--- src/rtl/sgtp_pkg.sv ---
// Shared types, constants and code range table for the glyph tile position core.
`timescale 1ns / 1ps
`default_nettype none
package sgtp_pkg;

  localparam int GLYPH_WIDTH_DEF   = 14;
  localparam int GLYPH_HEIGHT_DEF  = 16;
  localparam int TILES_PER_ROW_DEF = 16;

  // parameters are held in 7 bits (values up to 127)
  localparam int PARAM_W = 7;

  localparam int CODE_W = 16;
  localparam int TILE_W = 13;
  localparam int X_W    = 8;
  localparam int Y_W    = 13;

  localparam logic [TILE_W-1:0] HOLE_TILE = 13'd96;
  localparam logic [X_W-1:0]    MISS_X    = 8'd0;
  localparam logic [Y_W-1:0]    MISS_Y    = 13'd96;
  localparam logic [7:0]        SKIP_LO   = 8'h7f;

  // single-code remaps and the shifted block
  localparam logic [CODE_W-1:0] REMAP_A_IN  = 16'hfa58;
  localparam logic [CODE_W-1:0] REMAP_A_OUT = 16'h878a;
  localparam logic [CODE_W-1:0] REMAP_B_IN  = 16'hfa59;
  localparam logic [CODE_W-1:0] REMAP_B_OUT = 16'h8782;
  localparam logic [CODE_W-1:0] REMAP_C_IN  = 16'hfa4a;
  localparam logic [CODE_W-1:0] REMAP_C_OUT = 16'h8774;
  localparam logic [CODE_W-1:0] REMAP_D_IN  = 16'hfa5b;
  localparam logic [CODE_W-1:0] REMAP_D_OUT = 16'h879a;
  localparam logic [CODE_W-1:0] SHIFT_LO    = 16'hfa5c;
  localparam logic [CODE_W-1:0] SHIFT_HI    = 16'hfa8b;
  localparam logic [CODE_W-1:0] SHIFT_AMT   = 16'h0d1c;

  typedef struct packed {
    logic [CODE_W-1:0] first;
    logic [CODE_W-1:0] last;
    logic [TILE_W-1:0] tile0;
    logic              skips;
  } code_range_t;

  // tile number plus miss flag handed from decode to position stages
  typedef struct packed {
    logic              miss;
    logic [TILE_W-1:0] tile;
  } tile_word_t;

  localparam int RANGE_COUNT = 51;
  localparam int RANGE_IDX_W = $clog2(RANGE_COUNT);

  // first match in list order wins
  localparam code_range_t RANGES [RANGE_COUNT] = '{
    '{16'h8140, 16'h81fc, 13'd0,    1'b1}, '{16'h824f, 16'h8258, 13'd192,  1'b0},
    '{16'h8260, 16'h8279, 13'd208,  1'b0}, '{16'h8281, 16'h829a, 13'd240,  1'b0},
    '{16'h829f, 16'h82f1, 13'd272,  1'b0}, '{16'h8340, 16'h8396, 13'd368,  1'b1},
    '{16'h839f, 16'h83b6, 13'd464,  1'b0}, '{16'h83bf, 16'h83d6, 13'd496,  1'b0},
    '{16'h8440, 16'h8460, 13'd528,  1'b0}, '{16'h8470, 16'h8491, 13'd576,  1'b1},
    '{16'h849f, 16'h84be, 13'd624,  1'b0}, '{16'h8740, 16'h879c, 13'd656,  1'b1},
    '{16'h889f, 16'h88fc, 13'd752,  1'b0}, '{16'h8740, 16'h87fc, 13'd846,  1'b1},
    '{16'h8840, 16'h88fc, 13'd1034, 1'b1}, '{16'h8940, 16'h89fc, 13'd1222, 1'b1},
    '{16'h8a40, 16'h8afc, 13'd1410, 1'b1}, '{16'h8b40, 16'h8bfc, 13'd1598, 1'b1},
    '{16'h8c40, 16'h8cfc, 13'd1786, 1'b1}, '{16'h8d40, 16'h8dfc, 13'd1974, 1'b1},
    '{16'h8e40, 16'h8efc, 13'd2162, 1'b1}, '{16'h8f40, 16'h8ffc, 13'd2350, 1'b1},
    '{16'h9040, 16'h90fc, 13'd2538, 1'b1}, '{16'h9140, 16'h91fc, 13'd2726, 1'b1},
    '{16'h9240, 16'h92fc, 13'd2914, 1'b1}, '{16'h9340, 16'h93fc, 13'd3102, 1'b1},
    '{16'h9440, 16'h94fc, 13'd3290, 1'b1}, '{16'h9540, 16'h95fc, 13'd3478, 1'b1},
    '{16'h9640, 16'h9672, 13'd3666, 1'b0}, '{16'h969f, 16'h96fc, 13'd3728, 1'b0},
    '{16'h9740, 16'h97fc, 13'd3822, 1'b1}, '{16'h9840, 16'h98fc, 13'd4010, 1'b1},
    '{16'h9940, 16'h99fc, 13'd4198, 1'b1}, '{16'h9a40, 16'h9afc, 13'd4386, 1'b1},
    '{16'h9b40, 16'h9bfc, 13'd4574, 1'b1}, '{16'h9c40, 16'h9cfc, 13'd4762, 1'b1},
    '{16'h9d40, 16'h9dfc, 13'd4950, 1'b1}, '{16'he040, 16'he0fc, 13'd5138, 1'b1},
    '{16'he140, 16'he1fc, 13'd5326, 1'b1}, '{16'he240, 16'he2fc, 13'd5514, 1'b1},
    '{16'he340, 16'he3fc, 13'd5702, 1'b1}, '{16'he440, 16'he4fc, 13'd5890, 1'b1},
    '{16'he540, 16'he5fc, 13'd6078, 1'b1}, '{16'he640, 16'he6fc, 13'd6266, 1'b1},
    '{16'he740, 16'he7fc, 13'd6454, 1'b1}, '{16'he840, 16'he8fc, 13'd6642, 1'b1},
    '{16'he940, 16'he9fc, 13'd6830, 1'b1}, '{16'hea40, 16'hea7e, 13'd7018, 1'b0},
    '{16'hea80, 16'heaa4, 13'd7081, 1'b0}, '{16'hed40, 16'hed6e, 13'd7136, 1'b0},
    '{16'hfa40, 16'hfa57, 13'd7120, 1'b0}
  };

endpackage
`default_nettype wire

--- src/rtl/sgtp_decode.sv ---
// Code remap, range match and tile number stages (four register stages).
`timescale 1ns / 1ps
`default_nettype none
module sgtp_decode (
  input  wire logic                              clk,
  input  wire logic                              rst,
  input  wire logic                              en,
  input  wire logic                              in_valid,
  input  wire logic [sgtp_pkg::CODE_W-1:0]       char_code,
  output logic                                   tile_valid,
  output sgtp_pkg::tile_word_t                   tile_word
);

  // stage 1: remapped code
  logic                          v1;
  logic [sgtp_pkg::CODE_W-1:0]   code1;
  logic [sgtp_pkg::CODE_W-1:0]   code1_next;

  // stage 2: hit vector
  logic                              v2;
  logic [sgtp_pkg::CODE_W-1:0]       code2;
  logic [sgtp_pkg::RANGE_COUNT-1:0]  hit2;
  logic [sgtp_pkg::RANGE_COUNT-1:0]  hit2_next;

  // stage 3: selected range
  logic                          v3;
  logic [7:0]                    lo3;
  logic                          miss3;
  logic [sgtp_pkg::TILE_W-1:0]   tile0_3;
  logic [7:0]                    first_lo3;
  logic                          skips3;
  logic [sgtp_pkg::RANGE_IDX_W-1:0] sel;
  logic                          any_hit;

  // stage 4
  logic [7:0]                    delta;
  logic                          hole;
  sgtp_pkg::tile_word_t          word_next;

  always_comb begin
    code1_next = char_code;
    if (char_code == sgtp_pkg::REMAP_A_IN) begin
      code1_next = sgtp_pkg::REMAP_A_OUT;
    end else if (char_code == sgtp_pkg::REMAP_B_IN) begin
      code1_next = sgtp_pkg::REMAP_B_OUT;
    end else if (char_code == sgtp_pkg::REMAP_C_IN) begin
      code1_next = sgtp_pkg::REMAP_C_OUT;
    end else if (char_code == sgtp_pkg::REMAP_D_IN) begin
      code1_next = sgtp_pkg::REMAP_D_OUT;
    end else if (char_code >= sgtp_pkg::SHIFT_LO && char_code <= sgtp_pkg::SHIFT_HI) begin
      code1_next = char_code - sgtp_pkg::SHIFT_AMT;
    end
  end

  always_comb begin
    for (int i = 0; i < sgtp_pkg::RANGE_COUNT; i++) begin
      hit2_next[i] = (code1 >= sgtp_pkg::RANGES[i].first) &&
                     (code1 <= sgtp_pkg::RANGES[i].last);
    end
  end

  // lowest index hit wins
  always_comb begin
    sel     = '0;
    any_hit = |hit2;
    for (int i = sgtp_pkg::RANGE_COUNT - 1; i >= 0; i--) begin
      if (hit2[i]) begin
        sel = sgtp_pkg::RANGE_IDX_W'(i);
      end
    end
  end

  always_comb begin
    hole  = skips3 && (lo3 == sgtp_pkg::SKIP_LO);
    delta = lo3 - first_lo3;
    if (skips3 && (lo3 > sgtp_pkg::SKIP_LO)) begin
      delta = delta - 8'd1;
    end
    word_next.miss = miss3;
    word_next.tile = hole ? sgtp_pkg::HOLE_TILE
                          : tile0_3 + sgtp_pkg::TILE_W'(delta);
  end

  always_ff @(posedge clk) begin
    if (rst) begin
      v1         <= 1'b0;
      v2         <= 1'b0;
      v3         <= 1'b0;
      tile_valid <= 1'b0;
    end else if (en) begin
      v1         <= in_valid;
      v2         <= v1;
      v3         <= v2;
      tile_valid <= v3;
    end
  end

  always_ff @(posedge clk) begin
    if (en) begin
      code1     <= code1_next;
      code2     <= code1;
      hit2      <= hit2_next;
      lo3       <= code2[7:0];
      miss3     <= !any_hit;
      tile0_3   <= sgtp_pkg::RANGES[sel].tile0;
      first_lo3 <= sgtp_pkg::RANGES[sel].first[7:0];
      skips3    <= sgtp_pkg::RANGES[sel].skips;
      tile_word <= word_next;
    end
  end

endmodule
`default_nettype wire

--- src/rtl/sgtp_pos.sv ---
// Tile number to pixel position: reciprocal divide, remainder fix-up, scale.
`timescale 1ns / 1ps
`default_nettype none
module sgtp_pos #(
  parameter int GLYPH_WIDTH   = sgtp_pkg::GLYPH_WIDTH_DEF,
  parameter int GLYPH_HEIGHT  = sgtp_pkg::GLYPH_HEIGHT_DEF,
  parameter int TILES_PER_ROW = sgtp_pkg::TILES_PER_ROW_DEF
) (
  input  wire logic                        clk,
  input  wire logic                        rst,
  input  wire logic                        en,
  input  wire logic                        tile_valid,
  input  wire sgtp_pkg::tile_word_t        tile_word,
  output logic                             out_valid,
  output logic [sgtp_pkg::X_W-1:0]         x_pos,
  output logic [sgtp_pkg::Y_W-1:0]         y_pos
);

  localparam int TW        = sgtp_pkg::TILE_W;
  localparam int PW        = sgtp_pkg::PARAM_W;
  localparam int DW        = $clog2(TILES_PER_ROW + 1);
  localparam int DIV_SHIFT = TW + PW;
  localparam int MULT_W    = DIV_SHIFT + 1;
  localparam int QP_W      = TW + MULT_W;
  localparam logic [MULT_W-1:0] DIV_MULT =
    MULT_W'(((2 ** DIV_SHIFT) + TILES_PER_ROW - 1) / TILES_PER_ROW);
  localparam logic [TW-1:0] DIV_D = TW'(TILES_PER_ROW);
  localparam logic [PW-1:0] GW    = PW'(GLYPH_WIDTH);
  localparam logic [PW-1:0] GH    = PW'(GLYPH_HEIGHT);

  // stage 5: quotient estimate
  logic             v5;
  logic             miss5;
  logic [TW-1:0]    tile5;
  logic [TW-1:0]    q5;
  logic [QP_W-1:0]  qprod;

  // stage 6: exact row and column
  logic             v6;
  logic             miss6;
  logic [TW-1:0]    q6;
  logic [DW-1:0]    r6;
  logic [2*TW-1:0]  qd;
  logic [TW-1:0]    rem_raw;
  logic             fix;

  // stage 7 products
  logic [DW+PW-1:0] xprod;
  logic [TW+PW-1:0] yprod;

  assign qprod   = QP_W'(tile_word.tile) * QP_W'(DIV_MULT);
  assign qd      = (2*TW)'(q5) * (2*TW)'(DIV_D);
  assign rem_raw = tile5 - qd[TW-1:0];
  assign fix     = rem_raw >= DIV_D;
  assign xprod   = (DW+PW)'(r6) * (DW+PW)'(GW);
  assign yprod   = (TW+PW)'(q6) * (TW+PW)'(GH);

  always_ff @(posedge clk) begin
    if (rst) begin
      v5        <= 1'b0;
      v6        <= 1'b0;
      out_valid <= 1'b0;
    end else if (en) begin
      v5        <= tile_valid;
      v6        <= v5;
      out_valid <= v6;
    end
  end

  always_ff @(posedge clk) begin
    if (en) begin
      miss5 <= tile_word.miss;
      tile5 <= tile_word.tile;
      q5    <= qprod[DIV_SHIFT +: TW];
      miss6 <= miss5;
      q6    <= fix ? q5 + TW'(1) : q5;
      r6    <= DW'(fix ? rem_raw - DIV_D : rem_raw);
      x_pos <= miss6 ? sgtp_pkg::MISS_X : xprod[sgtp_pkg::X_W-1:0];
      y_pos <= miss6 ? sgtp_pkg::MISS_Y : yprod[sgtp_pkg::Y_W-1:0];
    end
  end

endmodule
`default_nettype wire

--- src/rtl/sjis_glyph_tile_position_core.sv ---
// A code runs through seven stage registers that advance together to the output.
// Throughput: one code per cycle while the output is not stalled.
// A stalled output word holds the whole pipe; in_stall follows out_stall only
// while the output stage holds a valid word, so bubbles drain freely.
// Reset (rst, synchronous) clears all stage valid bits; data registers are not reset.
// Top level: double-byte code to glyph pixel position in the font sheet.
`timescale 1ns / 1ps
`default_nettype none
module sjis_glyph_tile_position_core #(
  parameter int GLYPH_WIDTH   = sgtp_pkg::GLYPH_WIDTH_DEF,
  parameter int GLYPH_HEIGHT  = sgtp_pkg::GLYPH_HEIGHT_DEF,
  parameter int TILES_PER_ROW = sgtp_pkg::TILES_PER_ROW_DEF
) (
  input  wire logic                          clk,
  input  wire logic                          rst,
  input  wire logic                          in_valid,
  output logic                               in_stall,
  input  wire logic [sgtp_pkg::CODE_W-1:0]   char_code,
  output logic                               out_valid,
  input  wire logic                          out_stall,
  output logic [sgtp_pkg::X_W-1:0]           x_pos,
  output logic [sgtp_pkg::Y_W-1:0]           y_pos
);

  // Pipeline advance: only a valid word that the sink refuses holds the pipe.
  logic                 en;
  logic                 tile_valid;
  sgtp_pkg::tile_word_t tile_word;

  assign en       = !(out_valid && out_stall);
  assign in_stall = !en;

  // Stages 1-4: remap, range hit vector, first-hit select, tile number.
  sgtp_decode u_decode (
    .clk        (clk),
    .rst        (rst),
    .en         (en),
    .in_valid   (in_valid),
    .char_code  (char_code),
    .tile_valid (tile_valid),
    .tile_word  (tile_word)
  );

  // Stages 5-7: row/column split by reciprocal multiply, then pixel scaling.
  // Unmatched codes bypass the scaling with the fixed miss position.
  sgtp_pos #(
    .GLYPH_WIDTH   (GLYPH_WIDTH),
    .GLYPH_HEIGHT  (GLYPH_HEIGHT),
    .TILES_PER_ROW (TILES_PER_ROW)
  ) u_pos (
    .clk        (clk),
    .rst        (rst),
    .en         (en),
    .tile_valid (tile_valid),
    .tile_word  (tile_word),
    .out_valid  (out_valid),
    .x_pos      (x_pos),
    .y_pos      (y_pos)
  );

endmodule
`default_nettype wire

--- config.mk ---
export PLATFORM = sky130hd
export DESIGN_NAME = sjis_glyph_tile_position_core
export DESIGN_NICKNAME = d
export VERILOG_FILES = /design/src/rtl/sgtp_pkg.sv /design/src/rtl/sgtp_decode.sv /design/src/rtl/sgtp_pos.sv /design/src/rtl/sjis_glyph_tile_position_core.sv
export SDC_FILE = /design/constraint.sdc
export NUM_CORES = 1
export LEC_CHECK = 0
export BUFFER_PORTS_ARGS = -buffer_cell sky130_fd_sc_hd__buf_2
export CORE_ASPECT_RATIO = 0.5
export CORE_MARGIN = 5
export CORE_UTILIZATION = 40
export DETAILED_ROUTE_END_ITERATION = 8
export HOLD_SLACK_MARGIN = 0.06
export SETUP_SLACK_MARGIN = 0.5
export SYNTH_ARGS = -nofsm -noshare
export SYNTH_HDL_FRONTEND = slang
export SYNTH_SLANG_ARGS = --single-unit
--- constraint.sdc ---
create_clock -name clk -period 5.65 [get_ports clk]
set_clock_uncertainty 0.05 [all_clocks]
set_input_delay 0.565 -clock clk [delete_from_list [all_inputs] [get_ports clk]]
set_output_delay 0.565 -clock clk [all_outputs]
set_load 0.02 [all_outputs]
==> results.cfg <==
[grt]
grt_use_met1_pct = 23.7
track_usage_pct = 17.9
busiest_layer = met2
antenna_found_initial = 0
grt_max_degree = 88
met3_usage_pct = 5.40
grt_pass1_vias = 7687
grt_pass1_wl_mm = 41.5
grtUsageMet2_pct = 28.4
gr-total-overflow = 0

[critical_path]
crit_path_max_fanout = 4
required_ns = 5.77
arrival_ns = 3.98
worstPathCellList = inv_1 -> ha_1 -> inv_1 -> fa_1 -> xor2_1 -> nor4_1 -> nor3b_1 -> nand3_1 -> xnor2_1 -> xnor2_1 -> ha_1 -> nor2_1 -> nor2_1 -> o41a_1 -> nand4_1 -> xor2_1 -> nor2_1
slowest_stage = edfxtp_1
cp-end-kind = flop
cp-start-kind = flop
critPathKind = flop to flop
crit_path_frequent_cell = nor2_1
critPathMaxStageDelay_ns = 0.40

[clock_tree]
cts_root_buf = clkbuf_16
insertion_delay_ns = 0.45
cts.clk_slew.worst_paths_ns = 0.08
cts_resized = 0
cts_hold_buf = 0
clock_sinks = 169
cts-htree-levels = 4
post_cts_buffers = 0
cts_tree = done
numCtsBuffers = 17
clock_path_buffers = 2

[final_layout]
syn_to_final_growth_pct = 9.80
fillers = 2424
fin_util_pct = 44.8
multiInputGateArea_mm2 = 0.00494
antenna_cells = 0
final_cells = 1411
drive_gt1_share_pct = 10.8
register_area_mm2 = 0.00500
nNetsFinal = 1116

[synth]
async_flop_share_pct = 0
synth_top_area_cell = edfxtp_1
yosys-top-cells-count = edfxtp_1, nand2_1, nor2_1, a21oi_1, nor3_1
synth_edf_count = 162
synthTopCellsByArea = edfxtp_1, a21oi_1, ha_1
synth_most_common_cell = edfxtp_1
yosys_warnings = 0
synth.yosys.seq_area_share_pct = 48.4
syn_avg_cell_area_um2 = 9.91
yosysUniqueCellTypes = 95
synth_top_area_share_pct = 47.0
syn_area_mm2 = 0.0103
ys_seq_elements = 169
syn_inst = 1044
ys.flop_type = edfxtp_1

[drt]
drt_iter0_markers = 933
detail_route.first_pass.iterations = 6
route.detailed.drc = 0
vias_per_cell = 5.74
ant_nets = 0
num_vias = 8095
wl_per_cell_um = 18.4
totalWireLength_mm = 26.0

[timing]
fmax_ghz = 0.259
period_needed_ns = 3.86
slew_violations = 0
rsz0062_at_grt = no
hold_slack_ns = 0.278
slew_headroom_pct = 23.5
setup_viol = 0
fin_ws_ns = 1.79
hold_viol = 0
fin_tns_setup_ns = 0
tightest_slew_ns = 1.13
period_share_pct = 68.4

[power_and_ir_drop]
power.leakage_nw = 4.34
peakVddDrop_uv = 226
p_per_area_mw_per_mm2 = 375

[die]
io_pins = 43
initial_utilization_pct = 40.8
fp.dieH_um = 124
std_cell_rows = 41
core_mm2 = 0.0253
die-area_mm2 = 0.0294
die_w_um = 237

[placement]
place_hpwl_mm = 18.7
port-buffer-count = 37
dp_slack_ns = 1.78
finalWeightedCongestion = 0.970
dp.cells = 1379

[flow_run]
drv_cap = 0

[min_path]
hp-class = input port to flop

[status]
status = finished clean
[sequential cells by signal, indices dropped and copies added, names as in the netlist, 4 cells and up]
register,flops
u_decode.code1,16
u_decode.code2,8
u_decode.first_lo3,6
u_decode.hit2,51
u_decode.lo3,8
u_decode.tile0_3,13
u_decode.tile_word,14
u_pos.q6,9
u_pos.r6,4
u_pos.tile5,13
u_pos.x_pos,7
u_pos.y_pos,9
[where the power goes]
part / switching (mW) / internal (mW)
Sequential: 0.123 / 1.70
Clock: 0.556 / 0.596
Combinational: 0.751 / 0.535
[worst max-delay path, delay by kind of cell, from the launching register on]
family	cells	cell delay [ns]
adders and majority gates	3	0.89
DFF	1	0.40
xor gates and xnor gates	4	0.69
AOI/OAI and AO/OA	1	0.24
buffers and inverters	2	0.12
and+or+nand+nor	7	1.19
[path summary, 6_finish.rpt]
check,from,to,slack [ns],cells past startpoint
worst max-delay path,u_decode.lo3[0]$_DFFE_PN_,u_decode.tile_word[12]$_SDFFCE_PP0N_,1.79,17
worst min register to register,u_decode.tile_word[10]$_SDFFCE_PP0N_,u_pos.tile5[10]$_DFFE_PN_,0.37,0
worst max register to register,u_decode.lo3[0]$_DFFE_PN_,u_decode.tile_word[12]$_SDFFCE_PP0N_,1.79,17
worst min-delay path,char_code[15],u_decode.code1[15]$_SDFFCE_PP1N_,0.28,1
[area by class of cell]
cell class,instances,share of cell area [%]
Clock buffer,17,3.75
Clock inverter,15,1.51
Inverter,44,1.48
Multi-Input combinational cell,781,43.5
Sequential cell,169,44.1
Tap cell,344,3.79
Timing Repair Buffer,41,1.90
[routing by layer]
layer  part of all wire (%)  vias up
li1                       -     3913
met1                     45     3803
met2                     46      326
met3                    7.3       53
met4                    2.2        0
met5                      0        -
[metrics by stage]
step | power [mW] | instance area, µm²
after floorplan | 2.83 | 10400
after global placement | 3.09 | 10800
after detailed placement | 3.13 | 10800
after CTS | 4.29 | 11400
after global routing | 4.55 | 11400
final | 4.26 | 11400
[cells by family (layout without fill, tap and decap cells)]
logic type                 after synthesis  after routing  synth area share [%]
AOI/OAI and AO/OA                      272            272                  17.5
xor gates and xnor gates                26             26                  2.20
adders and majority gates               42             42                  5.52
buffers and inverters                   98            117                  4.20
DFF                                    169            169                  48.4
muxes                                    5              5                 0.484
other                                    1              5                0.0363
and+or+nand+nor                        431            431                  21.7
[cell usage in the layout, fill, tap and decap left out, types with 6 or more instances in the layout]
cell	n
o21ai_0	44
fa_1	6
inv_1	40
nor2_1	102
a2111oi_0	9
clkbuf_16	17
ha_1	36
o211ai_1	8
nand2_1	106
xnor2_1	15
a21oi_1	94
o21a_1	6
edfxtp_1	162
a21o_1	9
nor4_1	25
and2_1	7
a211oi_1	10
nor3_1	45
xor2_1	11
dfxtp_1	7
a31oi_1	7
nand3_1	29
a22oi_1	7
o31ai_1	11
or3_1	9
o21ai_1	9
nor2b_1	27
nand4_1	8
nand2b_1	21
buf_2	37
Note: power is estimated with default switching activity, not from simulation.
